$ cat src/hw/rtl/bsa_pkg.sv
package bsa_pkg;

    // Geometry of the free bitmap
    localparam int SLOTS      = 128;
    localparam int WORD_BITS  = 32;
    localparam int WORDS      = SLOTS / WORD_BITS;
    localparam int MAP_SLOTS  = WORDS * WORD_BITS;
    localparam int FREE_LIMIT = (SLOTS < MAP_SLOTS) ? SLOTS : MAP_SLOTS;

    localparam int WORD_IDX_W  = (WORDS > 1) ? $clog2(WORDS) : 1;
    localparam int BIT_W       = $clog2(WORD_BITS);
    localparam int SLOT_CALC_W = $clog2(MAP_SLOTS);

    // Fixed transaction field widths
    localparam int OPCODE_W = 1;
    localparam int REQ_W    = 8;
    localparam int SLOT_W   = 7;
    localparam int STATUS_W = 2;

    localparam logic [WORD_IDX_W-1:0] WORD_LAST = WORD_IDX_W'(WORDS - 1);

    // Command queue between front and back
    localparam int CMDQ_DEPTH = 2;
    localparam int CMDQ_PTR_W = (CMDQ_DEPTH > 1) ? $clog2(CMDQ_DEPTH) : 1;
    localparam int CMDQ_CNT_W = $clog2(CMDQ_DEPTH + 1);

    localparam logic [OPCODE_W-1:0] OP_ALLOC = 1'b0;
    localparam logic [OPCODE_W-1:0] OP_FREE  = 1'b1;

    typedef enum logic [STATUS_W-1:0] {
        ST_OK    = 2'd0,
        ST_NONE  = 2'd1,
        ST_RANGE = 2'd2
    } t_status;

    typedef enum logic [1:0] {
        CMD_ALLOC,
        CMD_FREE,
        CMD_REJECT
    } t_cmd_kind;

    typedef struct packed {
        t_cmd_kind               kind;
        logic [WORD_IDX_W-1:0]   word;
        logic [BIT_W-1:0]        bit_idx;
    } t_cmd;

    typedef struct packed {
        logic valid;
        t_cmd cmd;
    } t_cmd_head;

    typedef enum logic {
        BK_IDLE,
        BK_SCAN
    } t_back_state;

endpackage

$ cat src/hw/rtl/bsa_front.sv
module bsa_front (
    input  logic                         push,
    output logic                         full,
    input  logic [bsa_pkg::OPCODE_W-1:0] i_opcode,
    input  logic [bsa_pkg::REQ_W-1:0]    i_slot_to_free,
    input  logic                         i_q_full,
    output logic                         o_q_push,
    output bsa_pkg::t_cmd                o_q_cmd
);
    import bsa_pkg::*;

    logic [WORD_IDX_W-1:0] word;
    logic                  in_range;

    // Word index by compare against each word base; bit is the remainder
    always_comb begin
        word = '0;
        for (int w = 0; w < WORDS; w++) begin
            if (16'(i_slot_to_free) >= 16'(w * WORD_BITS)) begin
                word = WORD_IDX_W'(w);
            end
        end
    end

    assign in_range = 16'(i_slot_to_free) < 16'(FREE_LIMIT);

    always_comb begin
        o_q_cmd.word    = word;
        o_q_cmd.bit_idx = BIT_W'(16'(i_slot_to_free) - 16'(word) * 16'(WORD_BITS));
        if (i_opcode == OP_ALLOC) begin
            o_q_cmd.kind = CMD_ALLOC;
        end else if (in_range) begin
            o_q_cmd.kind = CMD_FREE;
        end else begin
            o_q_cmd.kind = CMD_REJECT;
        end
    end

    assign full     = i_q_full;
    assign o_q_push = push && !i_q_full;

endmodule

$ cat src/hw/rtl/bsa_cmd_queue.sv
module bsa_cmd_queue (
    input  logic               i_clk,
    input  logic               i_rst_n,
    input  logic               i_push,
    input  bsa_pkg::t_cmd      i_cmd,
    output logic               o_full,
    output bsa_pkg::t_cmd_head o_head,
    input  logic               i_pop
);
    import bsa_pkg::*;

    t_cmd                  r_mem [CMDQ_DEPTH];
    logic [CMDQ_PTR_W-1:0] r_wptr;
    logic [CMDQ_PTR_W-1:0] r_rptr;
    logic [CMDQ_CNT_W-1:0] r_count;
    logic                  do_push;
    logic                  do_pop;

    function automatic logic [CMDQ_PTR_W-1:0] ptr_inc(input logic [CMDQ_PTR_W-1:0] p);
        ptr_inc = (p == CMDQ_PTR_W'(CMDQ_DEPTH - 1)) ? '0 : p + 1'b1;
    endfunction

    assign o_full     = (r_count == CMDQ_CNT_W'(CMDQ_DEPTH));
    assign o_head.valid = (r_count != '0);
    assign o_head.cmd   = r_mem[r_rptr];
    assign do_push    = i_push && !o_full;
    assign do_pop     = i_pop && o_head.valid;

    always_ff @(posedge i_clk) begin
        if (do_push) begin
            r_mem[r_wptr] <= i_cmd;
        end
    end

    always_ff @(posedge i_clk) begin
        if (!i_rst_n) begin
            r_wptr  <= '0;
            r_rptr  <= '0;
            r_count <= '0;
        end else begin
            if (do_push) begin
                r_wptr <= ptr_inc(r_wptr);
            end
            if (do_pop) begin
                r_rptr <= ptr_inc(r_rptr);
            end
            case ({do_push, do_pop})
                2'b10:   r_count <= r_count + 1'b1;
                2'b01:   r_count <= r_count - 1'b1;
                default: r_count <= r_count;
            endcase
        end
    end

endmodule

$ cat src/hw/rtl/bsa_back.sv
module bsa_back (
    input  logic                         i_clk,
    input  logic                         i_rst_n,
    input  bsa_pkg::t_cmd_head           i_head,
    output logic                         o_cmd_pop,
    output logic                         empty,
    input  logic                         pop,
    output logic [bsa_pkg::SLOT_W-1:0]   o_slot,
    output logic [bsa_pkg::STATUS_W-1:0] o_status
);
    import bsa_pkg::*;

    t_back_state            r_state;
    t_back_state            n_state;
    logic [WORD_BITS-1:0]   r_free_map [WORDS];
    logic [WORD_IDX_W-1:0]  r_cursor;
    logic [WORD_IDX_W-1:0]  n_cursor;
    logic [WORD_IDX_W-1:0]  r_scan_cnt;
    logic [WORD_IDX_W-1:0]  n_scan_cnt;
    logic                   r_out_valid;
    logic [SLOT_W-1:0]      r_out_slot;
    t_status                r_out_status;

    logic [WORD_BITS-1:0]   cur_word;
    logic                   hit;
    logic [BIT_W-1:0]       top;
    logic [WORD_IDX_W-1:0]  cursor_next;
    logic [SLOT_CALC_W-1:0] slot_calc;
    logic                   out_avail;
    logic                   set_en;
    logic                   clr_en;
    logic                   res_load;
    logic [SLOT_W-1:0]      res_slot;
    t_status                res_status;

    // Highest set bit; zero word gives zero
    function automatic logic [BIT_W-1:0] top_bit(input logic [WORD_BITS-1:0] w);
        logic [BIT_W-1:0] b;
        b = '0;
        for (int i = 0; i < WORD_BITS; i++) begin
            if (w[i]) begin
                b = BIT_W'(i);
            end
        end
        return b;
    endfunction

    assign cur_word    = r_free_map[r_cursor];
    assign hit         = |cur_word;
    assign top         = top_bit(cur_word);
    assign cursor_next = (r_cursor == WORD_LAST) ? '0 : r_cursor + 1'b1;
    assign slot_calc   = SLOT_CALC_W'(r_cursor) * SLOT_CALC_W'(WORD_BITS)
                       + SLOT_CALC_W'(top);
    assign out_avail   = !r_out_valid || pop;

    always_comb begin
        n_state = r_state;
        case (r_state)
            BK_IDLE: begin
                if (i_head.valid && i_head.cmd.kind == CMD_ALLOC) begin
                    n_state = BK_SCAN;
                end
            end
            BK_SCAN: begin
                if (out_avail && (hit || r_scan_cnt == WORD_LAST)) begin
                    n_state = BK_IDLE;
                end
            end
            default: n_state = BK_IDLE;
        endcase
    end

    always_comb begin
        o_cmd_pop  = 1'b0;
        set_en     = 1'b0;
        clr_en     = 1'b0;
        res_load   = 1'b0;
        res_slot   = '0;
        res_status = ST_OK;
        n_cursor   = r_cursor;
        n_scan_cnt = r_scan_cnt;
        case (r_state)
            BK_IDLE: begin
                if (i_head.valid) begin
                    case (i_head.cmd.kind)
                        CMD_ALLOC: begin
                            o_cmd_pop  = 1'b1;
                            n_scan_cnt = '0;
                        end
                        CMD_FREE: begin
                            if (out_avail) begin
                                o_cmd_pop = 1'b1;
                                set_en    = 1'b1;
                                res_load  = 1'b1;
                                n_cursor  = i_head.cmd.word;
                            end
                        end
                        CMD_REJECT: begin
                            if (out_avail) begin
                                o_cmd_pop  = 1'b1;
                                res_load   = 1'b1;
                                res_status = ST_RANGE;
                            end
                        end
                        default: o_cmd_pop = 1'b0;
                    endcase
                end
            end
            BK_SCAN: begin
                if (out_avail) begin
                    if (hit) begin
                        clr_en   = 1'b1;
                        res_load = 1'b1;
                        res_slot = SLOT_W'(slot_calc);
                    end else begin
                        n_cursor   = cursor_next;
                        n_scan_cnt = r_scan_cnt + 1'b1;
                        if (r_scan_cnt == WORD_LAST) begin
                            res_load   = 1'b1;
                            res_status = ST_NONE;
                        end
                    end
                end
            end
            default: o_cmd_pop = 1'b0;
        endcase
    end

    always_ff @(posedge i_clk) begin
        if (!i_rst_n) begin
            r_state     <= BK_IDLE;
            r_cursor    <= '0;
            r_scan_cnt  <= '0;
            r_out_valid <= 1'b0;
            for (int w = 0; w < WORDS; w++) begin
                r_free_map[w] <= '1;
            end
        end else begin
            r_state    <= n_state;
            r_cursor   <= n_cursor;
            r_scan_cnt <= n_scan_cnt;
            if (res_load) begin
                r_out_valid <= 1'b1;
            end else if (pop) begin
                r_out_valid <= 1'b0;
            end
            for (int w = 0; w < WORDS; w++) begin
                if (set_en && i_head.cmd.word == WORD_IDX_W'(w)) begin
                    r_free_map[w][i_head.cmd.bit_idx] <= 1'b1;
                end
                if (clr_en && r_cursor == WORD_IDX_W'(w)) begin
                    r_free_map[w][top] <= 1'b0;
                end
            end
        end
    end

    always_ff @(posedge i_clk) begin
        if (res_load) begin
            r_out_slot   <= res_slot;
            r_out_status <= res_status;
        end
    end

    assign empty    = !r_out_valid;
    assign o_slot   = r_out_slot;
    assign o_status = r_out_status;

endmodule

$ cat src/hw/rtl/bitmap_slot_allocator.sv
// Flow: a free or rejected free goes from the command queue to the result register; an
//   allocate goes to BK_SCAN, which scans from the cursor past all-zero words.
// Throughput: one free per cycle while the result register is empty or being popped;
//   an allocate holds the back end for its one-word-per-cycle bitmap scan.
// Reset (i_rst_n, synchronous, active low): every slot free, cursor at word 0,
//   command queue and result register empty.
module bitmap_slot_allocator (
    input  logic                         i_clk,
    input  logic                         i_rst_n,
    // request side
    input  logic                         push,
    output logic                         full,
    input  logic [bsa_pkg::OPCODE_W-1:0] i_opcode,
    input  logic [bsa_pkg::REQ_W-1:0]    i_slot_to_free,
    // result side
    output logic                         empty,
    input  logic                         pop,
    output logic [bsa_pkg::SLOT_W-1:0]   o_slot,
    output logic [bsa_pkg::STATUS_W-1:0] o_status
);
    import bsa_pkg::*;

    // Front -> queue
    logic      q_push;
    t_cmd      q_cmd;
    logic      q_full;
    // Queue -> back
    t_cmd_head q_head;
    logic      q_pop;

    // Front end: decodes the opcode, range checks the slot and splits it
    // into word and bit, so the back end only sees ready-made commands.
    bsa_front u_front (
        .push           (push),
        .full           (full),
        .i_opcode       (i_opcode),
        .i_slot_to_free (i_slot_to_free),
        .i_q_full       (q_full),
        .o_q_push       (q_push),
        .o_q_cmd        (q_cmd)
    );

    // Two-entry command queue: requests keep flowing in while the back end
    // scans or while a finished result waits to be popped.
    bsa_cmd_queue u_cmdq (
        .i_clk   (i_clk),
        .i_rst_n (i_rst_n),
        .i_push  (q_push),
        .i_cmd   (q_cmd),
        .o_full  (q_full),
        .o_head  (q_head),
        .i_pop   (q_pop)
    );

    // Back end: owns the bitmap and cursor, scans one word per cycle on an
    // allocate while its output register is empty or being popped, applies
    // frees, and holds one result transaction in its output register.
    bsa_back u_back (
        .i_clk     (i_clk),
        .i_rst_n   (i_rst_n),
        .i_head    (q_head),
        .o_cmd_pop (q_pop),
        .empty     (empty),
        .pop       (pop),
        .o_slot    (o_slot),
        .o_status  (o_status)
    );

endmodule

$ cat config.mk
export PLATFORM = sky130hd
export DESIGN_NAME = bitmap_slot_allocator
export DESIGN_NICKNAME = d
export VERILOG_FILES = /design/src/hw/rtl/bsa_pkg.sv /design/src/hw/rtl/bsa_front.sv /design/src/hw/rtl/bsa_cmd_queue.sv /design/src/hw/rtl/bsa_back.sv /design/src/hw/rtl/bitmap_slot_allocator.sv
export SDC_FILE = /design/constraint.sdc
export NUM_CORES = 1
export LEC_CHECK = 0
export BUFFER_PORTS_ARGS = -buffer_cell sky130_fd_sc_hd__buf_2
export CAP_MARGIN = 20
export CORE_MARGIN = 5
export CORE_UTILIZATION = 41
export DETAILED_ROUTE_END_ITERATION = 8
export GPL_ROUTABILITY_DRIVEN = 0
export PLACE_DENSITY_LB_ADDON = 0.25
export SETUP_SLACK_MARGIN = 0.05
export SYNTH_ARGS = -nofsm -noshare
export SYNTH_HDL_FRONTEND = slang
export SYNTH_SLANG_ARGS = --single-unit
$ cat constraint.sdc
create_clock -name i_clk -period 10.5 [get_ports i_clk]
set_clock_uncertainty 0.2 [all_clocks]
set_input_delay 1.05 -clock i_clk [delete_from_list [all_inputs] [get_ports i_clk]]
set_output_delay 1.05 -clock i_clk [all_outputs]
set_load 0.01 [all_outputs]
Yosys cells after proc, flatten, opt, wreduce, memory -nomap -nowiden
Memory sizes are Yosys's and may differ from the RTL's. A register that Yosys moved wholly into a read port is not among the register bits. Index checks and enable logic that the tools add are counted.

$add $sub $neg: 8. $lt $le $gt $ge: 8. Eq/ne operators: 18. Mux-type cells: 370. Bitwise operators: 257. Reduce and logical (&&, ||, !) cells: 30.

Operators by type and width (number): 1-bit 2-to-1 mux (302); 32-bit 2-to-1 mux (8); 1-bit bitwise OR (256); 5-bit 2-to-1 mux (16); 2-bit 2-to-1 mux (23); 4-bit 2-to-1 mux (8); 32-bit OR reduction (1); 2-bit equality test (second input constant) (8); 8-bit by 7-bit greater-or-equal comparator with 1-bit output (second input constant) (2); 2-bit one-hot mux with 2 select lines (4); 1-bit logical AND (15); 5-bit by 6-bit less-than comparator with 1-bit output (second input constant) (2); 3-bit 2-to-1 mux (4); 1-bit demux with 5-bit select (2); 5-bit by 1-bit greater-or-equal comparator with 1-bit output (second input constant) (2); 2-bit by 1-bit equality test with 1-bit output (second input constant) (4); 8-bit by 6-bit greater-or-equal comparator with 1-bit output (second input constant) (1); 8-bit less-than comparator (second input constant) (1); 7-bit by 5-bit adder with 7-bit output (1); 2-bit by 1-bit adder with 2-bit output (second input constant) (3); 2-bit zero test (3); 2-bit by 1-bit != test with 1-bit output (second input constant) (3); 2-bit != test (second input constant) (3); 1-bit one-hot mux with 2 select lines (3); other kinds (11) (16).

Register bits after elaboration: 19. RAM bits: 146. Input port bits: 13. Output and inout port bits: 11. Logic and storage cells: 702. Memories: 2.

Memory list: u_back.r_free_map (words 4, width 32, read ports 1, clocked after Yosys merged registers in 1, write ports 4, RTL line bsa_back.sv:15) `logic [WORD_BITS-1:0] r_free_map [WORDS];`; u_cmdq.r_mem (words 2, width 9, read ports 1, clocked after Yosys merged registers in 1, write ports 1, RTL line bsa_cmd_queue.sv:12) `t_cmd r_mem [CMDQ_DEPTH];`.

Longest topological paths before layout
Gate-level depths: netlist of run 1.

Word-level depth: 37. Mapped depth: 12. Gate-level depth less buffers: 8.

By module
A second synthesis of run 1 with hierarchy kept.

Cells, all modules: 965. Area, all modules: 10143.5 µm².

By module, submodules not included: bsa_back (times used 1, cells an instance 900, area an instance 9180.1 µm², sequential area each 4274.1 µm²); bsa_cmd_queue (times used 1, cells an instance 54, area an instance 885.8 µm², sequential area each 640.6 µm²); bsa_front (times used 1, cells an instance 11, area an instance 77.6 µm², sequential area each 0.0 µm²).

Worst setup path before layout of run 1
Ideal clock, no wire load.

Kind: flip-flop to flip-flop. Start point: register (tool-made name). End point: memory u_back.r_free_map[2][0], enable pin. Library setup time: 0.290 ns. Data arrival time: 3.087 ns. Required time: 10.010 ns. Setup slack: 6.923 ns. Stages on the path, launching flop included: 12. Path buffers: 5. Clock period less this slack: 3.577 ns. Cell sequence: dfxtp_1 -> buf_1 -> buf_1 -> mux4_2 -> nor4_1 -> and4b_1 -> buf_4 -> and3_1 -> buf_4 -> and2_1 -> clkbuf_1 -> a31o_2.

RTL lines (RTL line): end, declared (bsa_back.sv:15).

==> results of run 1 <==
[stage by stage]
| step | cell area [µm²] | hold slack, ps | setup slack [ps] | power, mW | util, % |
|---|---|---|---|---|---|
| global placement | 10600 | 297 | 5830 | 1.10 | 42.3 |
| global route | 11300 | 383 | 5430 | 1.85 | 45.1 |
| finish | 11300 | 336 | 5760 | 1.78 | 45.1 |
| detailed placement | 10600 | 330 | 5800 | 1.11 | 42.4 |
| floorplan | 10300 | 278 | 6920 | 1.00 | - |
| CTS | 11300 | 344 | 5770 | 1.78 | 45.0 |
[per-layer routing]
layer | track usage, % | vias to the layer above | wire length, µm
met5 | 0 | - | 0
met4 | 6.39 | 0 | 731
met3 | 4.11 | 56 | 2110
met2 | 33.3 | 358 | 14100
met1 | 28.8 | 4106 | 12700
li1 | - | 3757 | -
[critical path, stage by stage (launching register included)]
cell and delay [ps]:
dfxtp_2 320, buf_4 550, mux4_2 650, nor4_1 770, and4b_1 640, and3_1 740
nand2_1 220, o31ai_1 300
[sequential cells by signal, indices dropped and copies added, names as in the netlist, named ones only]
register and flops:
u_back.r_out_valid 1, u_back.r_scan_cnt 2, u_back.r_free_map 128, u_back.r_state 1
u_cmdq.r_mem 18, u_back.o_status 2, u_cmdq.r_wptr 1, u_cmdq.r_rptr 1
u_cmdq.r_count 2, u_back.o_slot 7, u_back.r_cursor 2
[layout by cell type (no fill, tap or decap), drive strengths merged, types with 3 or more instances in the layout]
cell type and n:
o311ai 5, or4 10, or2 24, edfxtp 155, inv 27, nor2 37, nor2b 4, or3 13
nor3 8, a21o 16, o32ai 4, nand4 30, o21ai 95, and2 36, o211ai 5, dfxtp 13
o31ai 27, a21oi 7, nand3 101, nand2b 7, mux4 32, mux2i 6, nor4 7, a21boi 22
nand2 55, a31oi 9, a31o 66, buf 50, clkinv 3, and3 5, a41o 8, ha 10
clkbuf 21, o221ai 9, o21a 10
[kinds of logic after synthesis]
family	share of synthesized area, %
AOI/OAI and AO/OA	20.4
xor gates and xnor gates	0.254
adders and majority gates	1.21
buffers and inverters	5.51
DFF	47.5
muxes	7.76
and+or+nand+nor	17.4
[path summary, 6_finish.rpt]
kind / slack [ps] / end / cells after the start
setup / recovery: 5760 / u_back.r_free_map[2][9] / 7
hold / removal: 340 / u_cmdq.r_count[1] / 2
setup reg to reg: 5760 / u_back.r_free_map[2][9] / 7
hold reg to reg: 340 / u_cmdq.r_count[1] / 2
[report_power, final]
part	switching (mW)	internal, mW
Clock	0.290	0.391
Sequential	0.0194	0.769
Combinational	0.197	0.111
Total	0.506	1.27
[area by class of cell]
class	count	area (µm²)	area share, %
Clock buffer	21	526	4.66
Clock inverter	11	115	1.02
Inverter	20	75.1	0.665
Multi-Input combinational cell	688	4890	43.4
Sequential cell	168	4920	43.6
Tap cell	330	413	3.66
Timing Repair Buffer	50	349	3.09
==> results.tsv, run 1 <==
stage	metric	value	unit
clock_network	numCtsBuffers	17	
synthesis	synth.avg_cell_area	10.4	µm²
routing	vias	8277	
synthesis	netlist.area_leader.share	45.0	%
clock_network	insertion_delay	440	ps
synthesis	synthFlopType	edfxtp_1	
sta	fin_crit_sh	45.2	%
synthesis	synth.area.top_cells	edfxtp_1 45%, mux4_2 7.0%, a31o_2 5.6%, nand3_1 4.9%, o21ai_0 4.5%	
synthesis	synthCells	996	
layout	final_cells	1288	
layout	drive_gt1_share	23.0	%
synthesis	ys_types	58	
global_route	grt_pass1_vias	7998	
routing	drtIter0Drc	979	
floorplan	ioPinCount	24	
run	cap_violations	0	
worst_setup_path	crit_path_start_kind	register	
place	placed_cells	1254	
clock_network	cts_num_sinks	168	
clock_network	holdBufCountCts	0	
routing	antenna_left	0	
clock_network	clkSlewWorstSetupHoldPaths	80	ps
layout	synthToLayoutAreaGrowth	9.08	%
global_route	antenna_found_initial	0	
synthesis	syn-num-nets	1019	
power	p_leak	3.17	nW
worst_setup_path	crit_type	register to register	
global_route	grt_pass1_wl	46.5	mm
sta	setup_tns	0	ps
layout	diodes	0	
clock_network	cts_tree	done	
synthesis	yosys_warnings	0	
place	portBuffers	23	
global_route	grt_max_degree	83	
worst_setup_path	critical_path_arrival	4660	ps
floorplan	core-area	25000	µm²
worst_setup_path	critical_path_required	10420	ps
synthesis	syn_area	10300	µm²
synthesis	ys_seq_area_share	47.5	%
floorplan	start_util	41.3	%
global_route	grtUsageTotal	20.8	%
sta	fin_crit	4740	ps
routing	wl_per_cell	23.1	µm
run_status	outcome	completed	
synthesis	ys_top_cells_by_count	155 x edfxtp_1, 101 x nand3_1, 93 x o21ai_0	
routing	wl	29.7	mm
clock_network	root_buffer	clkbuf_16	
sta	worst_slew_pin_slew	1160	ps
worst_setup_path	worstPathMaxFanout	32	
layout	fillers	2354	
floorplan	die-area	28500	µm²
clock_network	clockBufferDepth	2	
clock_network	post_cts_buffers	0	
sta	setup_viol	0	
sta	finalHoldViolations	0	
routing	first_pass_iters	5	
routing	vias_per_cell	6.43	
synthesis	synthArstFlopShare	0	%
sta	slew_headroom	22.5	%
global_route	grt.overflow.total	0	
worst_setup_path	crit_path_end_kind	register	
synthesis	ys_ff_latch	168	
worst_hold_path	hold_start	u_cmdq.r_count[1]	
sta	timing.fmax	211	MHz
routing	drcViolationCount	0	
sta	rsz0062_at_grt	no	
worst_hold_path	hp-class	register to register	
synthesis	synth_edf_count	155	
floorplan	die_w	169	µm
synthesis	synth_top_area_cell	edfxtp_1	
power	ir_drop	0.116	mV
sta	drv_slew	0	
floorplan	rows	58	
power	power_density	157	nW/µm²
synthesis	yosys.cell_count.top_type	edfxtp_1	
place	dp_hpwl	19.3	mm
layout	fin_nets	968	
clock_network	htree_levels	4	
clock_network	cts_resized	0	
floorplan	die_h	169	µm
Power figures use the tool's default switching activity.
==> run 2, diff against run 1 <==
==> constraint.sdc (replaced) <==
create_clock -name i_clk -period 4.7 [get_ports i_clk]
set_clock_uncertainty 0.2 [all_clocks]
set_input_delay 0.47 -clock i_clk [delete_from_list [all_inputs] [get_ports i_clk]]
set_output_delay 0.47 -clock i_clk [all_outputs]
set_load 0.01 [all_outputs]
==> run 2 against run 1 <==
Compared with the run above: cell area is 1.4% higher; routed wire length grew 4.0%; total power is 120% higher; critical path depth unchanged; final cell count rose by 1.6%; register-to-register slack worse by 5100 ps; combinational power rose by 120%; non-clock buffer count grew 20; worst setup slack lost 5100 ps; highest routed layer unchanged; sequential power rose by 120%; clock power up 110%; largest power group unchanged.
==> results.tsv, run 2 (synthesized netlist as in run 1, its figures left out) <==
stage	metric	value	unit
run_status	outcome	completed	
sta	drv_slew	0	
sta	setup_viol	0	
place	portBuffers	23	
worst_hold_path	hp-class	input pin to register	
floorplan	die_h	169	µm
power	power_density	339	nW/µm²
layout	largest_register_ff_count	128	
global_route	grtUsageTotal	21.9	%
layout	fin_area	11400	µm²
floorplan	die_w	169	µm
power	p_leak	3.25	nW
clock_network	numCtsBuffers	17	
floorplan	ioPinCount	24	
routing	vias	8543	
place	pre_cts_ws	668	ps
sta	fin_crit_sh	86.2	%
routing	first_pass_iters	5	
sta	finalHoldViolations	0	
power	ir_drop	0.257	mV
routing	vias_per_cell	6.53	
clock_network	cts_tree	done	
clock_network	clkSlewWorstSetupHoldPaths	70	ps
worst_setup_path	critical_path_required	4610	ps
global_route	grt.overflow.total	0	
floorplan	start_util	41.3	%
clock_network	insertion_delay	450	ps
floorplan	rows	58	
layout	layout_commonest_cell	edfxtp_1	
sta	fin_crit	4050	ps
layout	drive_gt1_share	24.3	%
layout	fillers	2374	
clock_network	htree_levels	4	
worst_setup_path	worstPathMaxFanout	44	
clock_network	root_buffer	clkbuf_16	
floorplan	core-area	25000	µm²
layout	fin_util	45.7	%
global_route	antenna_found_initial	1	
layout	synthToLayoutAreaGrowth	10.6	%
floorplan	die-area	28500	µm²
layout	final-seq-area	4920	µm²
sta	slew_headroom	27.6	%
place	dp_hpwl	20.4	mm
routing	drcViolationCount	0	
sta	rsz0062_at_grt	no	
clock_network	clockBufferDepth	2	
sta	fin_hold_ws	11.8	ps
layout	multi_input_area	4890	µm²
worst_setup_path	crit_path_end_kind	register	
clock_network	cts_resized	0	
layout	largest_register	u_back.r_free_map	
layout	fin_nets	988	
global_route	grt_max_degree	107	
sta	setup_tns	0	ps
worst_hold_path	hold_start	i_slot_to_free[4]	
routing	drtIter0Drc	1124	
sta	worst_slew_pin_slew	1080	ps
layout	diodes	0	
sta	timing.fmax	247	MHz
layout	most-common-layout-cells	155 x edfxtp_1, 101 x nand3_1, 93 x o21ai_0, 66 x a31o_2, 54 x nand2_1	
sta	setup_slack	647	ps
routing	wl_per_cell	23.6	µm
global_route	grt_pass1_wl	48.2	mm
worst_setup_path	crit_type	register to register	
place	placement.cell_area	10800	µm²
routing	wl	30.9	mm
routing	antenna_left	0	
worst_setup_path	critical_path_arrival	3960	ps
worst_setup_path	crit_path_start_kind	register	
clock_network	cts_num_sinks	168	
run	cap_violations	0	
global_route	grt_pass1_vias	8267	
run 2: area by class of cell:
type / instances / area share [%]
tap: 330 / 3.61
clock buffer: 17 / 3.72
timing repair buffer: 70 / 5.00
sequential: 168 / 43.0
clock inverter: 15 / 1.36
multi-input combinational: 688 / 42.7
inverter: 20 / 0.656
run 2: routing by layer:
metal / global-route usage (%) / part of all wire (%)
met1: 31.1 / 41
met2: 34.3 / 47
met3: 4.06 / 9.4
met4: 7.02 / 2.5
met5: 0 / 0
run 2: worst paths after layout:
| path | endpoint | slack, ps | cells past startpoint |
|---|---|---|---|
| worst max-delay path | u_back.r_free_map[1][12] | 650 | 7 |
| worst min-delay path | u_cmdq.r_mem[0][4] | 10 | 1 |
| worst max register to register | u_back.r_free_map[1][12] | 650 | 7 |
| worst min register to register | u_cmdq.r_count[1] | 350 | 2 |
run 2: stage by stage:
stage | std cells | power, mW
4_1_cts | 1305 | 3.90
3_3_place_gp | 1273 | 2.48
3_5_place_dp | 1273 | 2.49
5_1_grt | 1308 | 4.04
6_report | 1308 | 3.88
2_1_floorplan | 996 | 2.24
run 2: what timing repair did:
item                      in CTS  in global routing
hold buffers                   0                  1
hold endpoints to repair       0                  2
setup buffers                  0                  0
run 2: report_power, final:
group	switching [mW]	internal, mW
clock	0.702	0.713
combinational	0.429	0.261
sequential	0.0580	1.72
total	1.19	2.69
run 2: critical path, cell delays in order (launching register included):
cell and delay (ps):
dfxtp_2 440, buf_12 310, mux4_2 600, or2_2 360
a2111oi_0 500, o2111ai_1 210, and2_2 560, o31ai_1 510
